**config.mk**
```make
export PLATFORM = sky130hd
export DESIGN_NAME = two_pool_slot_allocator
export DESIGN_NICKNAME = d
export VERILOG_FILES = /design/src/rtl/tpsa_pkg.sv /design/src/rtl/two_pool_slot_allocator.sv
export VERILOG_INCLUDE_DIRS = /design/src /design/src/rtl
export SDC_FILE = /design/constraint.sdc
export NUM_CORES = 1
export LEC_CHECK = 0
export BUFFER_PORTS_ARGS = -buffer_cell sky130_fd_sc_hd__buf_4
export CAP_MARGIN = 20
export CORE_MARGIN = 2
export CORE_UTILIZATION = 45
export CTS_CLUSTER_SIZE = 30
export DETAILED_ROUTE_END_ITERATION = 12
export PLACE_DENSITY = 0.67
export SLEW_MARGIN = 10
export SYNTH_ARGS = -nofsm -noshare
export SYNTH_HDL_FRONTEND = slang
export SYNTH_SLANG_ARGS = --single-unit
```
**constraint.sdc**
```tcl
create_clock -name i_clk -period 8.55 [get_ports i_clk]
set_input_delay 0.855 -clock i_clk [delete_from_list [all_inputs] [get_ports i_clk]]
set_output_delay 0.855 -clock i_clk [all_outputs]
set_load 0.02 [all_outputs]
```
**src/rtl/assert_macros.svh**
```systemverilog
`ifndef ASSERT_MACROS_SVH
`define ASSERT_MACROS_SVH

// Check a condition at every clock edge outside reset.
`define ASSERT_ALWAYS(label, expr, msg) \
    label: assert property (@(posedge i_clk) disable iff (!i_rst_n) (expr)) \
        else $error(msg);

// Check that a condition implies another in the same cycle.
`define ASSERT_IMPLY(label, ante, cons, msg) \
    label: assert property (@(posedge i_clk) disable iff (!i_rst_n) (ante) |-> (cons)) \
        else $error(msg);

`endif

```
**src/rtl/tpsa_pkg.sv**
```systemverilog
`default_nettype none
package tpsa_pkg;

    localparam int MAP_W    = 64;
    localparam int SLOT_W   = 7;
    localparam int IDX_W    = 6;
    localparam int SIZE_W   = 17;
    localparam int OFFSET_W = 22;
    localparam int REQ_W    = 2;
    localparam int STATUS_W = 2;
    localparam int CFG_IDX_W = 2;

    localparam int DEF_OBJECT_SLOTS  = 64;
    localparam int DEF_SKINNED_SLOTS = 64;

    localparam logic [SIZE_W-1:0] SIZE_RESET = SIZE_W'(256);
    localparam logic [SIZE_W-1:0] SIZE_SAT   = SIZE_W'(65536);

    typedef enum logic [REQ_W-1:0] {
        REQ_ALLOC   = 2'd0,
        REQ_RELEASE = 2'd1,
        REQ_QUERY   = 2'd2
    } t_req;

    typedef enum logic [STATUS_W-1:0] {
        ST_OK           = 2'd0,
        ST_POOL_EMPTY   = 2'd1,
        ST_ALREADY_FREE = 2'd2,
        ST_OUT_OF_RANGE = 2'd3
    } t_status;

    typedef enum logic [CFG_IDX_W-1:0] {
        CFG_OBJECT_SIZE  = 2'd0,
        CFG_SKINNED_SIZE = 2'd1
    } t_cfg_idx;

endpackage
`default_nettype wire

```
**src/rtl/two_pool_slot_allocator.sv**
```systemverilog
// Two-pool slot allocator: hands out and takes back numbered slots (1-based)
// of an object pool and a skinned pool, and turns a slot into a byte offset.
// Request channel: i_in_valid / o_in_ready carry one word with i_req_type
// (allocate, release, offset query), i_pool_select and i_slot_in.
// Result channel: o_out_valid / i_out_ready carry one word per request with
// o_status, o_slot_out and o_byte_offset.
// Config channel: i_cfg_valid / o_cfg_ready write entry sizes by index
// (0 object, 1 skinned); other indexes are dropped. Write only while idle.
// Path: an accepted request goes through the input register, then the result
// register, which drives the outputs. Throughput: one request per cycle while
// each result is taken; the free maps update as the word moves into the result
// register, so back-to-back allocates see each other.
// Reset: every slot of both pools free, both entry sizes 256.
// Stall: while the result waits, the input register still takes one word;
// after that o_in_ready drops until the result is taken.
`default_nettype none
`include "assert_macros.svh"
module two_pool_slot_allocator #(
    parameter int OBJECT_SLOTS  = tpsa_pkg::DEF_OBJECT_SLOTS,
    parameter int SKINNED_SLOTS = tpsa_pkg::DEF_SKINNED_SLOTS
) (
    input  wire logic                            i_clk,
    input  wire logic                            i_rst_n,
    input  wire logic                            i_in_valid,
    output logic                                 o_in_ready,
    input  wire logic [tpsa_pkg::REQ_W-1:0]      i_req_type,
    input  wire logic                            i_pool_select,
    input  wire logic [tpsa_pkg::SLOT_W-1:0]     i_slot_in,
    output logic                                 o_out_valid,
    input  wire logic                            i_out_ready,
    output logic [tpsa_pkg::STATUS_W-1:0]        o_status,
    output logic [tpsa_pkg::SLOT_W-1:0]          o_slot_out,
    output logic [tpsa_pkg::OFFSET_W-1:0]        o_byte_offset,
    input  wire logic                            i_cfg_valid,
    output logic                                 o_cfg_ready,
    input  wire logic [tpsa_pkg::CFG_IDX_W-1:0]  i_cfg_index,
    input  wire logic [tpsa_pkg::SIZE_W-1:0]     i_cfg_data
);
    import tpsa_pkg::*;

    // Valid-slot masks and slot counts per pool.
    localparam logic [MAP_W-1:0] OBJ_MASK = {MAP_W{1'b1}} >> (MAP_W - OBJECT_SLOTS);
    localparam logic [MAP_W-1:0] SKN_MASK = {MAP_W{1'b1}} >> (MAP_W - SKINNED_SLOTS);
    localparam logic [SLOT_W-1:0] OBJ_COUNT = SLOT_W'(OBJECT_SLOTS);
    localparam logic [SLOT_W-1:0] SKN_COUNT = SLOT_W'(SKINNED_SLOTS);

    // Entry size registers.
    logic [SIZE_W-1:0] r_obj_size;
    logic [SIZE_W-1:0] r_skn_size;

    // Free maps, bit s-1 set when slot s is free.
    logic [MAP_W-1:0] r_obj_map, n_obj_map;
    logic [MAP_W-1:0] r_skn_map, n_skn_map;

    // Input register.
    logic              r_in_valid;
    t_req              r_req;
    logic              r_pool;
    logic [SLOT_W-1:0] r_slot;

    // Result register.
    logic                r_out_valid;
    t_status             r_status, n_status;
    logic [SLOT_W-1:0]   r_slot_out, n_slot_out;
    logic [OFFSET_W-1:0] r_offset, n_offset;

    logic                advance;
    logic [MAP_W-1:0]    sel_map;
    logic [MAP_W-1:0]    sel_mask;
    logic [MAP_W-1:0]    avail;
    logic [MAP_W-1:0]    new_map;
    logic [SLOT_W-1:0]   sel_count;
    logic [SIZE_W-1:0]   sel_size;
    logic [SIZE_W-1:0]   size_sat;
    logic [IDX_W-1:0]    low_idx;
    logic                found;
    logic                in_range;
    logic [IDX_W-1:0]    slot_m1;
    logic [OFFSET_W-1:0] product;

    // Move the held word into the result register when that is empty or drains.
    assign advance     = r_in_valid && (!r_out_valid || i_out_ready);
    assign o_in_ready  = !r_in_valid || advance;
    assign o_cfg_ready = 1'b1;

    assign o_out_valid   = r_out_valid;
    assign o_status      = r_status;
    assign o_slot_out    = r_slot_out;
    assign o_byte_offset = r_offset;

    // Pick the addressed pool.
    assign sel_map   = r_pool ? r_skn_map  : r_obj_map;
    assign sel_mask  = r_pool ? SKN_MASK   : OBJ_MASK;
    assign sel_count = r_pool ? SKN_COUNT  : OBJ_COUNT;
    assign sel_size  = r_pool ? r_skn_size : r_obj_size;
    assign avail     = sel_map & sel_mask;
    assign found     = |avail;

    // Saturate entry sizes above 64 KiB.
    assign size_sat = sel_size[SIZE_W-1] ? SIZE_SAT : sel_size;

    assign in_range = (r_slot != '0) && (r_slot <= sel_count);
    assign slot_m1  = IDX_W'(r_slot - SLOT_W'(1));
    // At most 63 * 65536, which fits the offset width.
    assign product  = OFFSET_W'(slot_m1) * OFFSET_W'(size_sat);

    // Priority encoder: lowest free slot wins.
    always_comb begin
        low_idx = '0;
        for (int i = MAP_W - 1; i >= 0; i--) begin
            if (avail[i]) begin
                low_idx = IDX_W'(i);
            end
        end
    end

    always_comb begin
        new_map    = sel_map;
        n_status   = ST_OK;
        n_slot_out = '0;
        n_offset   = '0;
        case (r_req)
            REQ_ALLOC: begin
                if (!found) begin
                    n_status = ST_POOL_EMPTY;
                end else begin
                    new_map[low_idx] = 1'b0;
                    n_slot_out       = SLOT_W'(low_idx) + SLOT_W'(1);
                end
            end
            REQ_RELEASE: begin
                if (!in_range) begin
                    n_status = ST_OUT_OF_RANGE;
                end else if (sel_map[slot_m1]) begin
                    n_status = ST_ALREADY_FREE;
                end else begin
                    new_map[slot_m1] = 1'b1;
                end
            end
            REQ_QUERY: begin
                if (!in_range) begin
                    n_status = ST_OUT_OF_RANGE;
                end else begin
                    n_offset = product;
                end
            end
            default: begin
                // Unused request code: answer ok, change nothing.
            end
        endcase
    end

    always_comb begin
        n_obj_map = r_obj_map;
        n_skn_map = r_skn_map;
        if (advance) begin
            if (r_pool) begin
                n_skn_map = new_map;
            end else begin
                n_obj_map = new_map;
            end
        end
    end

    always_ff @(posedge i_clk) begin
        if (!i_rst_n) begin
            r_obj_size  <= SIZE_RESET;
            r_skn_size  <= SIZE_RESET;
            r_obj_map   <= OBJ_MASK;
            r_skn_map   <= SKN_MASK;
            r_in_valid  <= 1'b0;
            r_out_valid <= 1'b0;
        end else begin
            r_obj_map <= n_obj_map;
            r_skn_map <= n_skn_map;
            if (i_cfg_valid) begin
                case (t_cfg_idx'(i_cfg_index))
                    CFG_OBJECT_SIZE:  r_obj_size <= i_cfg_data;
                    CFG_SKINNED_SIZE: r_skn_size <= i_cfg_data;
                    default: begin
                        // Drop writes to unknown indexes.
                    end
                endcase
            end
            if (o_in_ready) begin
                r_in_valid <= i_in_valid;
            end
            if (advance) begin
                r_out_valid <= 1'b1;
            end else if (i_out_ready) begin
                r_out_valid <= 1'b0;
            end
        end
    end

    // Payload registers, no reset.
    always_ff @(posedge i_clk) begin
        if (i_in_valid && o_in_ready) begin
            r_req  <= t_req'(i_req_type);
            r_pool <= i_pool_select;
            r_slot <= i_slot_in;
        end
        if (advance) begin
            r_status   <= n_status;
            r_slot_out <= n_slot_out;
            r_offset   <= n_offset;
        end
    end

    `ASSERT_ALWAYS(a_obj_map_in_pool, (r_obj_map & ~OBJ_MASK) == '0, "object map beyond pool")
    `ASSERT_ALWAYS(a_skn_map_in_pool, (r_skn_map & ~SKN_MASK) == '0, "skinned map beyond pool")
    `ASSERT_IMPLY(a_slot_only_ok, r_out_valid && (r_slot_out != '0), r_status == ST_OK, "slot with error")
    `ASSERT_IMPLY(a_offset_only_ok, r_out_valid && (r_offset != '0), r_status == ST_OK, "offset with error")
    `ASSERT_IMPLY(a_held_blocks, r_in_valid && r_out_valid && !i_out_ready, !o_in_ready, "overrun")

endmodule
`default_nettype wire
```
======== Word-level counts from Yosys, hierarchy flattened ========
Cells that the tools add are included.
cells by class
  $mul .................................... 1
  eq/ne operators ......................... 3
  bitwise logic cells ..................... 4
  magnitude comparators ................... 5
  add/subtract/negate cells ............... 2
  muxes and demuxes ....................... 84
  reductions and logical operators ........ 20
operators by type and width
  kind                 count
  $mux 6               64
  $mux 64              4
  $pmux 64 s2          1
  $and 64x64->64       1
  $not 64->64          1
  $or 64x64->64        1
  $reduce_or 64->1     1
  $mux 17              2
  $mul 6x17->22        1
  $lt 6x7->1 const B   2
  $demux 1 s6          2
  $ge 6x1->1 const B   2
  $reduce_and 2->1     6
  $add 6x1->7 const B  1
  $le 7x7->1 const B   1
  $reduce_bool 7->1    1
  $bmux 1 s6           1
  $mux 1               6
  $mux 2               3
  $pmux 2 s3           1
  $sub 6x1->6 const B  1
  $logic_and 1x1->1    5
  $eq 2x1->1 const B   2
  $logic_not 2->1      2
  5 further kinds      7
storage, ports and cells
  input bits .............................. 34
  word-level logic and storage cells ...... 131
  bits in registers ....................... 205

======== Depth between registers and ports, before layout ========
  word-level depth ........................ 73
  gate-level depth with buffers ........... 27
  depth with buffers taken out ............ 20

======== Worst setup path after synthesis ========
No wires, ideal clock.
  path kind ............................... register to register
  from .................................... reg r_slot[0]
  to ...................................... reg r_offset[20] (netlist: o_byte_offset[20]) (data pin)
  path slack .............................. 1.919 ns
  stages on the path, launching flop included .. 26
  setup time .............................. 0.266 ns
  buffers on the path ..................... 6
  data arrival time ....................... 6.365 ns
  path through ............................ edfxtp_1 > clkbuf_1 > clkinv_1 > clkbuf_1 > clkbuf_1 > ha_1 > xnor2_1 > buf_2 > clkbuf_1 > buf_1 > nor3_1 > fa_1 > inv_1 > fa_1 > fa_1 > inv_1 > ha_1 > nand3_1 > o2111a_1 > o31ai_1 > nor4_1 > o31ai_1 > o21ai_0 > a21oi_1 > xnor2_1 > nor2_1
between the ends
  longest elaborated chain between the ends .. 3
  elaborated cells between the ends (all ways) .. 6
RTL lines
  element                                                                line                            source
  from (decl)                                                            two_pool_slot_allocator.sv:59   logic [SLOT_W-1:0] r_slot;
  from (signal assigned)                                                 two_pool_slot_allocator.sv:201  r_slot <= i_slot_in;
  parallel branches: the longest is 3 deep, another holds $mul 6x17->22  -
  to (signal assigned)                                                   two_pool_slot_allocator.sv:206  r_offset <= n_offset;
  to (decl)                                                              two_pool_slot_allocator.sv:65   logic [OFFSET_W-1:0] r_offset, n_offset;
Parallel ways; which one is timed is not known.
A chain may end at the register's enable or synchronous reset.

======== Worst setup path in the final report ========
Same ends and word-level chain as after synthesis.

==> flow_summary.yaml <==
run_status:
  run_status: "complete, no violations"
power:
  power.density_nw_per_um2: 161
  power_frac_clock_pct: 41.1
  p_int_mw: 1.82
  combPwrFrac_pct: 17.1
  seqPwrFrac_pct: 41.7
  leakage_nw: 6.09
  sw_frac_of_total_pct: 29.1
  ir_worst_vdd_mv: 0.151
  p_switching_mw: 0.745
worst_setup_path:
  cp_num_cells: 21
  cp_max_fo: 28
  cpPeakStageDelay_ns: 0.75
  slowest_stage: "xor2_1"
  crit_arrival_ns: 7.01
  r2r-end: "o_byte_offset[20]"
  critical_path.top_delay_family: "adder cells"
  timing.critical_path.buf_inv: 4
  setup.worst_path.end_class: "flop"
  crit_chain: "buf_4 -> clkinv_1 -> buf_4 -> ha_1 -> nor3b_1 -> xor2_1 -> nand2_1 -> fa_1 -> inv_1 -> fa_1 -> fa_1 -> ha_1 -> nand3_1 -> o2111a_1 -> o31ai_1 -> nor4_1 -> o31ai_1 -> o21ai_0 -> a21oi_1 -> xnor2_1 -> nor2_1"
  timing.rr.start: "r_slot[0]"
  path_class: "flop to flop"
  cpMostUsedCell: "fa_1"
  crit_required_ns: 8.78
  critPathLaunchType: "flop"
  r2r_slack_ns: 1.77
  worst-r2r-cell-count: 21
placement:
  dp_cells: 2114
  place_area_um2: 15100
  hpwl_mm: 30.9
  pre_cts_slack_ns: 1.88
  port_buffers: 66
  gp_congestion: 0.940
grt:
  grt_overflow: 0
  grt_pass1_vias: 12790
  grt_max_degree: 193
  grt_first_pass_wirelength_mm: 71.0
  antenna_found_initial: 0
  grt_util_all_layers_pct: 26.5
worst_hold_path:
  hold_path_class: "flop to flop"
  min_to: "r_obj_size[13]"
  min-delay-start: "r_obj_size[13]"
  hold_path_depth: 2
cts:
  cts_sinks: 205
  cts_tree: "built"
  holdBufCountCts: 0
  cts_resized: 0
  numCtsBuffers: 24
  clock_latency_ns: 0.53
  post_cts_buffers: 0
  cts.path.max_buffers: 3
  clk_pin_slew_ns: 0.06
  htreeDepth: 1
  cts_root_buf: "clkbuf_16"
routing:
  dr.pass1.iters: 6
  routed-via-count: 13502
  ant_nets: 0
  wl_mm: 44.7
  routedWlPerCell_um: 20.7
  viasPerCell: 6.25
  dr.first_iter.drc_count: 1582
  drc: 0
final_layout:
  n_antenna_cell: 0
  fin_area_um2: 15900
  fin_nets: 1866
  final_cell_mix: "nand2_1 (197), a21oi_1 (166), dfxtp_1 (164), o21ai_0 (124), nor2_1 (121)"
  layout.cells.non_filler: 2159
  utilization_pct: 50.4
  synthToLayoutAreaGrowth_pct: 9.88
  drive_gt1_share_pct: 11.1
  layout_commonest_cell: "nand2_1"
yosys:
  synth_cells: 1750
  synth.distinct_cells: 88
  synth.yosys.seq_area_share_pct: 31.1
  synth_top_area_share_pct: 22.6
  ys_ff_latch: 205
  ys_warn_count: 0
  ys_async_sr_fraction_pct: 0
  synthFlopType: "dfxtp_1"
  synth_nets: 1877
  postSynthAreaPerCell_um2: 8.29
  synth_edf_count: 41
  synth.largest_area_cell: "dfxtp_1"
  syn_area_um2: 14500
  synth_top_cells_by_area: "dfxtp_1 (23%), edfxtp_1 (8.5%), fa_1 (8.3%)"
timing:
  worst_slack_ns: 1.77
  relSlewSlack_pct: 21.6
  fmax_mhz: 147
  finalHoldViolations: 0
  fin_crit_sh_pct: 79.3
  max_slew.worst_pin.slew_ns: 1.17
  slew_viol_final: 0
  fin_worst_skew_ns: 0.0246
  finalCriticalPeriod_ns: 6.78
  rsz0062_at_grt: "no"
  fin_tns_setup_ns: 0
  final-setup-viol-count: 0
die:
  core_um2: 31600
  placement_rows: 65
  dieArea_um2: 33700
  io_pins: 68
  fp.dieH_um: 184
  start_util_pct: 45.9
  die_w_um: 184
flow_run:
  cap_viol_max_count: 0
[metrics by stage]
| step | power, mW | hold WS, ns |
|---|---|---|
| 2_1_floorplan | 1.39 | 0.433 |
| 3_3_place_gp | 1.51 | 0.439 |
| 3_5_place_dp | 1.52 | 0.447 |
| 4_1_cts | 2.57 | 0.455 |
| 5_1_grt | 2.67 | 0.476 |
| 6_report | 2.56 | 0.453 |
[synth_stat cells, types with 33 or more instances]
cell type and instances:
clkbuf_1 82, a21oi_1 166, edfxtp_1 41, dfxtp_1 164, mux2i_1 69, nand2_1 198
inv_1 92, o21ai_0 124, nor3_1 74, o21ai_1 56, fa_1 60, nor2_1 121
ha_1 33
[power by group through the flow]
stage                     logic (mW)  registers (mW)  clock network (mW)
after CTS                      0.433            1.07                1.07
after floorplan                0.311            1.08                   0
after global placement         0.423            1.09                   0
after global routing           0.485            1.07                1.11
after detailed placement       0.430            1.09                   0
final                          0.439            1.07                1.05
[worst reg2reg max path, delay by kind of cell, from the launching register on]
family | cells | cell delay, ns
adders and majority gates | 5 | 2.35
AOI/OAI and AO/OA | 5 | 1.38
xor gates and xnor gates | 2 | 0.89
and+or+nand+nor | 5 | 0.81
buffers and inverters | 4 | 0.71
DFF | 1 | 0.35
[per-layer routing]
metal  up-vias  global-route usage, %  share of wire (%)
met5         -                      0                  0
met4         0                   9.82                3.7
met3       125                   6.06                 10
met2       686                   39.4                 42
met1      6460                   37.4                 44
li1       6231                      -                  -
[worst max path at each step]
stage	slack, ns	end	start
2_1_floorplan	1.92	o_byte_offset[20]	r_slot[0]
3_3_place_gp	2.03	o_byte_offset[20]	r_slot[0]
3_5_place_dp	1.88	o_byte_offset[20]	r_slot[0]
4_1_cts	1.85	o_byte_offset[20]	r_slot[0]
5_1_grt	1.22	o_byte_offset[20]	r_slot[0]
6_report	1.77	o_byte_offset[20]	r_slot[0]
[cells by family (layout without fill, tap and decap cells)]
| family | count (synthesis) | after routing | synth area share, % |
|---|---|---|---|
| AND/OR/NAND/NOR | 585 | 585 | 19.8 |
| flip-flops | 205 | 205 | 31.1 |
| multiplexers | 105 | 105 | 8.48 |
| XOR/XNOR | 27 | 27 | 1.68 |
| AO/OA/AOI/OAI | 521 | 521 | 21.6 |
| adder cells (fa/ha/maj) | 93 | 93 | 11.1 |
| other | 1 | 1 | 0.0258 |
| buffers and inverters | 213 | 220 | 6.21 |
[state kept, by name (all words and copies together), names as in the netlist]
name and cells:
r_skn_size 17, r_obj_map 64, o_byte_offset 22, r_slot 7, r_in_valid 1, r_pool 1
o_out_valid 1, r_obj_size 17, r_req 2, o_slot_out 7, r_skn_map 64, o_status 2
[area by class of cell]
type / count / area, um2
fill: 3035 / 15700
multi-input combinational: 1332 / 9120
sequential: 205 / 4510
clock buffer: 30 / 684
timing repair buffer: 82 / 636
tap: 402 / 503
inverter: 94 / 355
clock inverter: 14 / 134
Power figures use the tool's default switching activity.
